==> config.mk <==
export PLATFORM = sky130hd
export DESIGN_NAME = srs_mul
export DESIGN_NICKNAME = d
export VERILOG_FILES = /design/src/srs_pkg.sv /design/src/srs_mul.sv
export SDC_FILE = /design/constraint.sdc
export NUM_CORES = 1
export LEC_CHECK = 0
export BUFFER_PORTS_ARGS = -buffer_cell sky130_fd_sc_hd__clkbuf_2
export CAP_MARGIN = 20
export CORE_ASPECT_RATIO = 1.25
export CORE_UTILIZATION = 46
export DETAILED_ROUTE_END_ITERATION = 8
export GPL_ROUTABILITY_DRIVEN = 0
export PLACE_DENSITY = 0.75
export SYNTH_ARGS = -nofsm -noshare
export SYNTH_HDL_FRONTEND = slang
export SYNTH_SLANG_ARGS = --single-unit
==> constraint.sdc <==
create_clock -name clk -period 10.55 [get_ports clk]
set_clock_uncertainty 0.2 [all_clocks]
set_input_delay 1.5825 -clock clk [delete_from_list [all_inputs] [get_ports clk]]
set_output_delay 1.5825 -clock clk [all_outputs]
set_load 0.03 [all_outputs]
==> src/srs_pkg.sv <==
// ----------------------------------------------------------------------------
// Sample run statistics package
// Shared handshake status type and fixed result widths and constants.
// ----------------------------------------------------------------------------
package srs_pkg;

	typedef struct packed {
		logic busy;
		logic done;
	} unit_status_t;

	localparam int STAT_W    = 32;
	localparam int CV_W      = 20;
	localparam int RATIO_W   = 24;
	localparam int RANK_W    = 7;
	localparam int PCT_COUNT = 3;

	localparam logic [CV_W-1:0]   CV_MAX  = '1;
	localparam logic [RANK_W-1:0] HUNDRED = 7'd100;

	// Percentile ranks in the order median, low, high.
	function automatic logic [RANK_W-1:0] pct_rank(input logic [1:0] idx);
		logic [RANK_W-1:0] k;
		case (idx)
			2'd0:    k = 7'd50;
			2'd1:    k = 7'd1;
			2'd2:    k = 7'd99;
			default: k = 7'd50;
		endcase
		return k;
	endfunction

endpackage

==> src/srs_mul.sv <==
// ----------------------------------------------------------------------------
// Serial multiplier
// Shift and add, one multiplier bit per cycle.
// ----------------------------------------------------------------------------
module srs_mul #(
	parameter int A_W = 64,
	parameter int B_W = 32
) (
	input  logic                  clk,
	input  logic                  arst_n,
	input  logic                  start,
	input  logic [A_W-1:0]        a,
	input  logic [B_W-1:0]        b,
	output logic [A_W+B_W-1:0]    prod,
	output srs_pkg::unit_status_t status
);
	import srs_pkg::*;

	localparam int P_W   = A_W + B_W;
	localparam int CNT_W = $clog2(B_W + 1);

	logic [P_W-1:0]   a_q;
	logic [B_W-1:0]   b_q;
	logic [P_W-1:0]   acc_q;
	logic [CNT_W-1:0] cnt_q;
	logic             busy_q;
	logic             done_q;

	always_ff @(posedge clk or negedge arst_n) begin
		if (!arst_n) begin
			busy_q <= 1'b0;
			done_q <= 1'b0;
			cnt_q  <= '0;
		end else begin
			done_q <= 1'b0;
			if (start && !busy_q) begin
				busy_q <= 1'b1;
				cnt_q  <= CNT_W'(B_W);
			end else if (busy_q) begin
				cnt_q <= cnt_q - 1'b1;
				if (cnt_q == CNT_W'(1)) begin
					busy_q <= 1'b0;
					done_q <= 1'b1;
				end
			end
		end
	end

	always_ff @(posedge clk) begin
		if (start && !busy_q) begin
			a_q   <= P_W'(a);
			b_q   <= b;
			acc_q <= '0;
		end else if (busy_q) begin
			if (b_q[0]) begin
				acc_q <= acc_q + a_q;
			end
			a_q <= {a_q[P_W-2:0], 1'b0};
			b_q <= b_q >> 1;
		end
	end

	assign prod        = acc_q;
	assign status.busy = busy_q;
	assign status.done = done_q;

endmodule

After elaboration in Yosys (flattened, before gate mapping)
Cells that the tools add are included.
- bits in registers: 232
- input bits: 99
- output and inout port bits: 98
- logic and storage cells: 26
- $add $sub $neg: 2
- equality and inequality tests: 1
- mux-type cells: 12
- reductions and logical operators: 4
- operators with widths (kind ; number):
    64-bit two-way mux ; 2
    96-bit adder ; 1
    32-bit two-way mux ; 2
    6-bit two-way mux ; 2
    6-bit by 1-bit equality test with 1-bit output (second input constant) ; 1
    1-bit two-way mux ; 6
    6-bit by 1-bit subtractor with 6-bit output (second input constant) ; 1
    2-bit AND reduction ; 1
    2-bit nonzero test ; 1
    1-bit logical AND ; 1
    1-bit zero test ; 1

Logic depth before layout (Yosys ltp)
- word-level depth: 4
- gate-level depth with buffers: 14
- gate-level depth less buffers: 13

Worst setup path before layout
OpenSTA, ideal clock, no wires.
- path kind: input -> register
- start: input start
- end: register a_q[0] (enable)
- library setup time: 0.450 ns
- arrival time: 3.838 ns
- required time: 9.900 ns
- setup slack: 6.062 ns
- cell stages on the path: 3
- buffers on the path: 1
- path through: clkbuf_1 > nor2_1 > inv_1
- longest elaborated chain between the ends: 2
- ends and longest elaborated chain (what ; line ; source):
    start: declaration ; srs_mul.sv:11 ; input logic start,
    1-bit logical AND ; srs_mul.sv:50 ; if (start && !busy_q) begin
    2-bit nonzero test (no line) ; n/a ;
    end signal: assignment ; srs_mul.sv:51 ; a_q <= P_W'(a);
    end signal: assignment ; srs_mul.sv:58 ; a_q <= {a_q[P_W-2:0], 1'b0};
    end: declaration ; srs_mul.sv:22 ; logic [P_W-1:0] a_q;
Every way passes these cells.
A chain may end at the register's enable or synchronous reset.

Worst setup path after layout
- start: register a_q[0]
- end: register acc_q[88] (netlist: prod[88])
- longest elaborated chain between the ends: 1
- ends and longest elaborated chain (what ; line ; source):
    96-bit adder ; srs_mul.sv:56 ; acc_q <= acc_q + a_q;
    end signal: assignment ; srs_mul.sv:56 ;
    end: declaration ; srs_mul.sv:24 ; logic [P_W-1:0] acc_q;
Every way passes these cells.

==> flow_metrics.tcl <==
set metrics [dict create \
    grt_pass1_wl_um 68000 \
    cts.path.max_buffers 3 \
    initial_core_util_pct 46.9 \
    status "finished, final reports clean" \
    start_kind "flip-flop" \
    clk_pin_slew_worst_paths_ns 0.07 \
    cts_resized 0 \
    dp_hpwl_um 30500 \
    final_area_mm2 0.0171 \
    first_iter_violations 1299 \
    met1_length_um 17300 \
    finalHoldViolations 0 \
    fmax_mhz 245 \
    cts-root-buf "clkbuf_16" \
    drc_errors 0 \
    synth_nets 2099 \
    area_growth_pct 14.3 \
    stdcell_count 2454 \
    via_per_inst 5.78 \
    global_route.usage.total_pct 25.2 \
    die-height_um 204 \
    vias 14200 \
    yosysSeqAreaShare_pct 37.8 \
    finalSetupViolations 0 \
    hold_path.class "reg2reg" \
    routed.top_layer "met4" \
    path_class "reg2reg" \
    io-pin-count 197 \
    post_synth.cell_area_avg_um2 7.86 \
    dieArea_mm2 0.0332 \
    synth_edf_count 96 \
    ys_seq_elements 232 \
    placedInstanceArea_mm2 0.0161 \
    drive_above_1_share_pct 13.6 \
    rsz0062_at_grt "no" \
    overflow 0 \
    max-cap-violations 0 \
    syn_area_mm2 0.0149 \
    antenna_left 0 \
    cts_buffers 26 \
    critical_path_required_ns 10.80 \
    fin_crit_sh_pct 38.7 \
    slew_headroom_pct 41.4 \
    cp_max_fo 6 \
    period_needed_ns 4.08 \
    nets 2219 \
    htree_levels 1 \
    timing.setup.tns_ns 0 \
    met3_length_um 2990 \
    antenna_found_initial 0 \
    worst_pin_slew_ns 0.879 \
    drt_wl_total_um 42400 \
    netlist_instances 1902 \
    port_buffers 196 \
    clock-sinks 232 \
    grt_max_degree 100 \
    row_count 73 \
    antennaDiodeCount 0 \
    async_reset_ff_share_pct 3.45 \
    clock_latency_ns 0.56 \
    core_mm2 0.0319 \
    cts_hold_buf 0 \
    post_cts_buffers 0 \
    fin_util_pct 53.6 \
    synth_cell_types 80 \
    maxSlewViolCount 0 \
    worstPathArrival_ns 4.34 \
    dr_wl_met2_um 20300 \
    drt_pass1_iterations 8 \
    die_w_um 163 \
    ys.flop_type "dfxtp_1" \
    dpl.cell_count 2405 \
    synth_warnings 0 \
    end_kind "flip-flop" \
    wl_per_cell_um 17.3 \
    cts_tree "built" \
    first_global_vias 13700 \
]
## through the flow
step | hold slack [ns] | setup slack, ns
floorplan | 0.235 | 6.06
global placement | 0.256 | 6.20
detailed placement | 0.263 | 6.13
CTS | 0.271 | 6.47
global route | 0.295 | 6.23
finish | 0.273 | 6.47
## registers in the layout (all words and copies together), names as in the netlist
| register | flops |
|---|---|
| prod | 96 |
| a_q | 96 |
| done_q | 1 |
| cnt_q | 6 |
| b_q | 32 |
| busy_q | 1 |
## path summary, 6_finish.rpt
path	startpoint	to	slack (ns)	cells after the start
min	prod[83]	prod[83]	0.27	2
min reg2reg	prod[83]	prod[83]	0.27	2
max in group asynchronous	arst_n	busy_q	9.28	1
max	a_q[0]	prod[88]	6.47	13
max reg2reg	a_q[0]	prod[88]	6.47	13
min in group asynchronous	arst_n	cnt_q[2]	0.67	1
## final cells by class
type	instances	area, µm²
fillers	2960	14800
multi-input cells	1529	8770
flip-flops and latches	232	5650
repair buffers	205	1060
clock buffers	32	724
well taps	412	515
clock inverters	16	248
inverters	28	108
## cells in the final DEF (no fill, tap or decap), drive strengths merged, types with 5 or more instances in the layout
| cell type | count |
|---|---|
| nand4 | 42 |
| and3 | 13 |
| edfxtp | 96 |
| nand2b | 11 |
| o211ai | 7 |
| inv | 30 |
| a31oi | 11 |
| xnor2 | 51 |
| a21oi | 170 |
| and2 | 9 |
| a211oi | 10 |
| nor3 | 28 |
| dfxtp | 128 |
| nand2 | 579 |
| o311ai | 8 |
| clkinv | 7 |
| nor4 | 11 |
| nor2b | 11 |
| xor2 | 33 |
| o21ai | 147 |
| nand3 | 16 |
| o21a | 13 |
| a221oi | 8 |
| buf | 9 |
| o31ai | 8 |
| nor2 | 81 |
| bufinv | 6 |
| o21bai | 27 |
| clkbuf | 228 |
| a21o | 57 |
| dfrtp | 8 |
| o31a | 5 |
| ha | 97 |
| o41ai | 5 |
| or3 | 15 |
| or2 | 5 |
## logic make-up (layout without fill, tap and decap cells)
logic type,Yosys count,after routing,synth area share (%)
buffers and inverters,141,281,3.67
adders and majority gates,98,98,8.26
DFF,232,232,37.8
AOI/OAI and AO/OA,511,511,21.4
and+or+nand+nor,832,832,23.7
xor gates and xnor gates,84,84,4.92
muxes,4,4,0.268
## worst max-delay path: stages (launching register included)
cell,delay [ns]
edfxtp_1,0.41
ha_1,0.23
fa_1,0.41
a21o_1,0.17
a21o_1,0.20
a211oi_1,0.39
o31a_4,0.27
nor2_4,0.06
a31oi_2,0.36
o2111ai_1,0.30
nand3_1,0.29
a2111oi_2,0.12
or3_1,0.32
a32o_1,0.24
## per-layer routing
layer | vias to the layer above | GRT usage (%)
li1 | 6932 | -
met4 | 0 | 11.0
met5 | - | 0
met2 | 517 | 43.2
met3 | 127 | 4.09
met1 | 6605 | 30.8
## cell usage after synthesis, drive strengths merged (15+ instances only)
cell type	number	share of area (%)
clkbuf	101	2.5
nand3	16	0.54
nor2	81	2.1
nand4	42	1.8
edfxtp	96	19
xnor2	51	3.0
a21oi	170	5.7
inv	28	0.70
xor2	33	1.9
o21bai	27	1.4
o21ai	147	5.0
ha	97	8.1
nand2	579	15
nor3	28	0.94
or3	15	0.63
a21o	57	2.9
dfxtp	128	17
Power is not shown: default switching activity piles up to over one toggle a cycle in this logic, so the estimate is an artifact.
