$ cat src/srs_pkg.sv
// ----------------------------------------------------------------------------
// Sample run statistics package
// Shared handshake status type and fixed result widths and constants.
// ----------------------------------------------------------------------------
package srs_pkg;

	typedef struct packed {
		logic busy;
		logic done;
	} unit_status_t;

	localparam int STAT_W    = 32;
	localparam int CV_W      = 20;
	localparam int RATIO_W   = 24;
	localparam int RANK_W    = 7;
	localparam int PCT_COUNT = 3;

	localparam logic [CV_W-1:0]   CV_MAX  = '1;
	localparam logic [RANK_W-1:0] HUNDRED = 7'd100;

	// Percentile ranks in the order median, low, high.
	function automatic logic [RANK_W-1:0] pct_rank(input logic [1:0] idx);
		logic [RANK_W-1:0] k;
		case (idx)
			2'd0:    k = 7'd50;
			2'd1:    k = 7'd1;
			2'd2:    k = 7'd99;
			default: k = 7'd50;
		endcase
		return k;
	endfunction

endpackage

$ cat src/srs_div.sv
// ----------------------------------------------------------------------------
// Iterative divider
// Restoring division, one quotient bit per cycle.
// ----------------------------------------------------------------------------
module srs_div #(
	parameter int NUM_W = 64,
	parameter int DEN_W = 32
) (
	input  logic                  clk,
	input  logic                  arst_n,
	input  logic                  start,
	input  logic [NUM_W-1:0]      num,
	input  logic [DEN_W-1:0]      den,
	output logic [NUM_W-1:0]      quo,
	output srs_pkg::unit_status_t status
);
	import srs_pkg::*;

	localparam int CNT_W = $clog2(NUM_W + 1);

	logic [NUM_W-1:0] quo_q;
	logic [DEN_W-1:0] rem_q;
	logic [DEN_W-1:0] den_q;
	logic [CNT_W-1:0] cnt_q;
	logic             busy_q;
	logic             done_q;
	logic [DEN_W:0]   trial;
	logic [DEN_W:0]   diff;
	logic             fits;

	assign trial = {rem_q, quo_q[NUM_W-1]};
	assign diff  = trial - {1'b0, den_q};
	assign fits  = trial >= {1'b0, den_q};

	always_ff @(posedge clk or negedge arst_n) begin
		if (!arst_n) begin
			busy_q <= 1'b0;
			done_q <= 1'b0;
			cnt_q  <= '0;
		end else begin
			done_q <= 1'b0;
			if (start && !busy_q) begin
				busy_q <= 1'b1;
				cnt_q  <= CNT_W'(NUM_W);
			end else if (busy_q) begin
				cnt_q <= cnt_q - 1'b1;
				if (cnt_q == CNT_W'(1)) begin
					busy_q <= 1'b0;
					done_q <= 1'b1;
				end
			end
		end
	end

	always_ff @(posedge clk) begin
		if (start && !busy_q) begin
			quo_q <= num;
			rem_q <= '0;
			den_q <= den;
		end else if (busy_q) begin
			quo_q <= {quo_q[NUM_W-2:0], fits};
			rem_q <= fits ? diff[DEN_W-1:0] : trial[DEN_W-1:0];
		end
	end

	assign quo         = quo_q;
	assign status.busy = busy_q;
	assign status.done = done_q;

	property p_done_after_busy;
		@(posedge clk) disable iff (!arst_n) done_q |-> $past(busy_q);
	endproperty
	a_done_after_busy: assert property (p_done_after_busy)
		else $error("divider finished without running");

endmodule

$ cat config.mk
export PLATFORM = sky130hd
export DESIGN_NAME = srs_div
export DESIGN_NICKNAME = d
export VERILOG_FILES = /design/src/srs_pkg.sv /design/src/srs_div.sv
export SDC_FILE = /design/constraint.sdc
export NUM_CORES = 1
export LEC_CHECK = 0
export BUFFER_PORTS_ARGS = -buffer_cell sky130_fd_sc_hd__buf_2
export CAP_MARGIN = 20
export CORE_ASPECT_RATIO = 1.4
export CORE_MARGIN = 2
export CORE_UTILIZATION = 50
export DETAILED_ROUTE_END_ITERATION = 7
export GPL_TIMING_DRIVEN = 0
export PLACE_DENSITY = 0.82
export SKIP_CTS_REPAIR_TIMING = 1
export SLEW_MARGIN = 5
export SYNTH_ARGS = -nofsm -noshare
export SYNTH_HDL_FRONTEND = slang
export SYNTH_SLANG_ARGS = --single-unit
$ cat constraint.sdc
create_clock -name clk -period 3 [get_ports clk]
set_input_delay 0.45 -clock clk [delete_from_list [all_inputs] [get_ports clk]]
set_output_delay 0.45 -clock clk [all_outputs]
set_load 0.1 [all_outputs]
Word-level counts from Yosys, hierarchy flattened
Index checks and enable logic that the tools add are counted.
Widths: inputs -> output; s select.
{"block": "word_totals", "out_inout_bits": 66, "memories": 0, "mem_bits_rw": 0, "romBits": 0, "latchBits": 0, "regBits": 137}
{"block": "op_classes", "eq_ne": 1, "reduce_logical": 3, "n_bitwise": 0, "n_div": 0, "add_sub_neg": 2, "muxes": 11, "shift": 0, "multipliers": 0, "order_cmp": 1}
{"operator": "$mux 64", "count": 2}
{"operator": "$ge 33x32->1", "count": 1}
{"operator": "$mux 32", "count": 1}
{"operator": "$sub 32x32->32", "count": 1}
{"operator": "$mux 7", "count": 2}
{"operator": "$eq 7x1->1 const B", "count": 1}
{"operator": "$sub 7x1->7 const B", "count": 1}
{"operator": "$mux 1", "count": 6}
{"operator": "$reduce_bool 2->1", "count": 1}
{"operator": "$logic_and 1x1->1", "count": 1}
{"operator": "$logic_not 1->1", "count": 1}

Longest topological paths before layout
{"block": "logic_depth", "ltp_word": 4, "mapped_depth": 14}

Least setup slack after synthesis
Ideal clock, no wire load.
{"block": "synth_path", "kind": "register to register", "startpoint": "register quo_q[63], in the netlist quo[63]", "endpoint": "register rem_q[26]", "stages_incl_launch_ff": 13, "path_slack_ps": -385, "arrival_ps": 3252, "path_buffers": 0, "setup_ps": 133, "synth_period_minus_slack_ps": 3385, "path_cell_list": "edfxtp_1 inv_1 ha_1 fa_1 nand2b_1 a21oi_2 o21ai_1 o41a_1 a41oi_2 nor2b_1 nand2b_1 xnor2_1 o221ai_1"}
{"block": "synth_between", "elab_chain_cells": 2, "word_cells_on_any_way": 3, "classes_between": "add/sub: 1; order compare: 1; mux: 1"}
{"element": "start, declared", "line": "srs_div.sv:21", "text": "logic [NUM_W-1:0] quo_q;"}
{"element": "start signal, assigned", "line": "srs_div.sv:57", "text": "quo_q <= num;"}
{"element": "start signal, assigned", "line": "srs_div.sv:61", "text": "quo_q <= {quo_q[NUM_W-2:0], fits};"}
{"element": "$sub 32x32->32 or $ge 33x32->1 (tied branches)", "line": "srs_div.sv:32, srs_div.sv:33"}
{"element": "$mux 32 *", "line": "srs_div.sv:62", "text": "rem_q <= fits ? diff[DEN_W-1:0] : trial[DEN_W-1:0];"}
{"element": "end signal, assigned", "line": "srs_div.sv:62"}
{"element": "end, declared", "line": "srs_div.sv:22", "text": "logic [DEN_W-1:0] rem_q;"}
Every way passes the cells marked *; elsewhere a longest branch is shown, timed or not.
A chain may end at the register's enable or synchronous reset.

Final worst setup path
{"block": "layout_path", "startpoint": "register den_q[1]", "endpoint": "register rem_q[5]"}
{"block": "layout_between", "elab_chain_cells": 2, "word_cells_on_any_way": 3, "classes_between": "add/sub: 1; order compare: 1; mux: 1"}
{"element": "start, declared", "line": "srs_div.sv:23", "text": "logic [DEN_W-1:0] den_q;"}
{"element": "start signal, assigned", "line": "srs_div.sv:59", "text": "den_q <= den;"}
{"element": "$sub 32x32->32 or $ge 33x32->1 (tied branches)", "line": "srs_div.sv:32, srs_div.sv:33"}
{"element": "$mux 32 *", "line": "srs_div.sv:62"}
Marks and branches as above.

==> metrics.yaml <==
timing:
  hold_viol_final: 0
  drv_slew: 0
  tightest_slew_ns: 0.709
  setup_tns_ns: 0
  final.min_clock_period_ns: 2.83
  setup-violations-final: 0
  fin_ws_ns: 0.172
  slew_headroom_pct: 52.6
  clock.fmax_mhz: 354
  finalCritPeriodShare_pct: 94.3
  clock-skew-final_ns: 0.00741
cts:
  cts-htree-levels: 4
  cts_root_buf: "clkbuf_16"
  clkLatencyLatePin_ns: 0.43
  cts_num_sinks: 137
  clk_path_buf_depth: 2
  cts_tree: "yes"
  numCtsBuffers: 17
  path_clk_slew_ns: 0.06
synthesis:
  synthTopCellsByCount: "nand2_1, edfxtp_1, inv_1"
  syn_nets: 912
  syn_inst: 778
  synth_area_sq_um: 7450
  async_flop_share_pct: 6.57
  yosysSeqAreaShare_pct: 50.3
  synth_top_area_share_pct: 38.7
  synth_cell_types: 64
  synth_edf_count: 96
  synth_area_per_cell_sq_um: 9.57
  synth_flop_cell: "edfxtp_1"
  synth_top_area_cell: "edfxtp_1"
  ys_ff_latch: 137
  yosysMostFrequentCell: "nand2_1"
  synth_warnings: 0
  synth_area_leaders: "edfxtp_1, nand2_1, dfxtp_1, ha_1, dfrtp_1"
setup_path:
  cp_slowest_cell: "edfxtp_1"
  cp.required_ns: 3.29
  cp-end-kind: "flop"
  slowest_delay_ns: 0.40
  cp.arrival_ns: 3.12
  cp_max_fo: 10
  crit_chain: "inv_1 -> ha_1 -> nor2b_1 -> o21bai_1 -> a21oi_2 -> o21bai_2 -> a311oi_4 -> o21a_4 -> buf_8 -> mux2_1 -> nand2_1 -> o21ai_0"
  critPathKind: "flop to flop"
  rrSetupSlack_ns: 0.17
  cp-start-kind: "flop"
detailed_routing:
  vias: 6352
  dr.max_layer_used: "met4"
  vias_per_cell: 5.44
  drt-total-wl_mm: 19.5
  drc: 0
  drtIter0Drc: 384
  wl_met2_mm: 9.80
  ant_nets: 0
  wl_per_cell_microns: 16.7
  met3_length_mm: 1.59
  dr.pass1.iters: 5
  m1WireLength_mm: 7.35
placement:
  gp_congestion: 0.895
  dp_slack_ns: 0.119
  hpwl_mm: 14.3
  portBuffers: 164
  dpl.cell_count: 1133
run_status:
  status: "complete, no violations"
finish:
  syn_to_final_growth_pct: 24.9
  final_nets: 1099
  fin_cells: 1167
  final_util_pct: 64.1
  diodes: 0
  drive_above_1_share_pct: 24.6
floorplan:
  die_h_microns: 148
  ios: 165
  die_area_sq_um: 15900
  start_util_pct: 51.3
  core_sq_um: 14500
  rows: 52
  die_w_microns: 107
global_routing:
  grt_pass1_wl_mm: 31.1
  grt_max_degree: 43
  grt_pass1_vias: 6412
  overflow: 0
  track_usage_pct: 25.3
  antenna_found_initial: 0
hold_path:
  holdCritPathClass: "input port to flop"
flow_run:
  cap_violations: 0
==> worst max-delay path: cells and delay by family, from the launching register on <==
kind	cells	cell delay, ns
AO/OA/AOI/OAI	6	1.17
multiplexers	1	0.33
AND/OR/NAND/NOR	2	0.26
flip-flops	1	0.40
adder cells (fa/ha/maj)	1	0.28
buffers and inverters	2	0.24
==> area by class of cell <==
| cell class | count | area (sq um) |
|---|---|---|
| inverters | 45 | 169 |
| multi-input cells | 560 | 3460 |
| flip-flops and latches | 137 | 3750 |
| clock inverters | 10 | 104 |
| clock buffers | 22 | 518 |
| plain buffers | 35 | 178 |
| repair buffers | 169 | 886 |
| fillers | 1187 | 5210 |
| well taps | 189 | 236 |
==> metal layers <==
| metal | up-vias | GRT usage, % |
|---|---|---|
| met5 | - | 0 |
| met2 | 266 | 43.1 |
| li1 | 3087 | - |
| met1 | 2940 | 28.4 |
| met3 | 59 | 8.02 |
| met4 | 0 | 12.1 |
==> flip-flops by register name (all words and copies together) (netlist names) <==
register / flops
busy_q: 1
cnt_q: 7
den_q: 32
done_q: 1
quo: 64
rem_q: 32
==> through the flow <==
step	hold slack [ns]	instance area, sq um
6_report	0.192	9300
5_1_grt	0.180	9300
4_1_cts	-0.129	9200
3_5_place_dp	0.324	8580
3_3_place_gp	0.320	8540
2_1_floorplan	0.154	7480
==> cells in the final DEF, fill, tap and decap left out, types with 9 or more instances in the layout <==
cell and instances:
a21o_1 14, a21oi_1 38, a22o_1 11, a31oi_1 10, buf_2 164, clkbuf_1 22
clkbuf_16 20, dfrtp_1 9, dfxtp_1 32, edfxtp_1 96, ha_1 28, inv_1 43
nand2_1 236, nand2b_1 19, nand3_1 11, nor2_1 25, o21ai_0 23, xnor2_1 19
xor2_1 11
==> worst paths after layout <==
check	start	endpoint	cells past startpoint
max	den_q[1]	rem_q[5]	12
min	den[31]	den_q[31]	1
max reg2reg	den_q[1]	rem_q[5]	12
min reg2reg	cnt_q[5]	cnt_q[5]	1
max in group asynchronous	arst_n	cnt_q[2]	2
min in group asynchronous	arst_n	done_q	2
==> logic make-up (layout without fill, tap and decap cells) <==
group                      Yosys count  in the layout  synth area share (%)
and+or+nand+nor                    327            327                  18.6
AOI/OAI and AO/OA                  148            148                  13.7
DFF                                137            137                  50.3
buffers and inverters               81            281                  4.64
adders and majority gates           35             35                  5.98
xor gates and xnor gates            30             30                  3.53
muxes                               20             20                  3.24
Power is not shown: default switching activity piles up to over one toggle a cycle in this logic, so the estimate is an artifact.
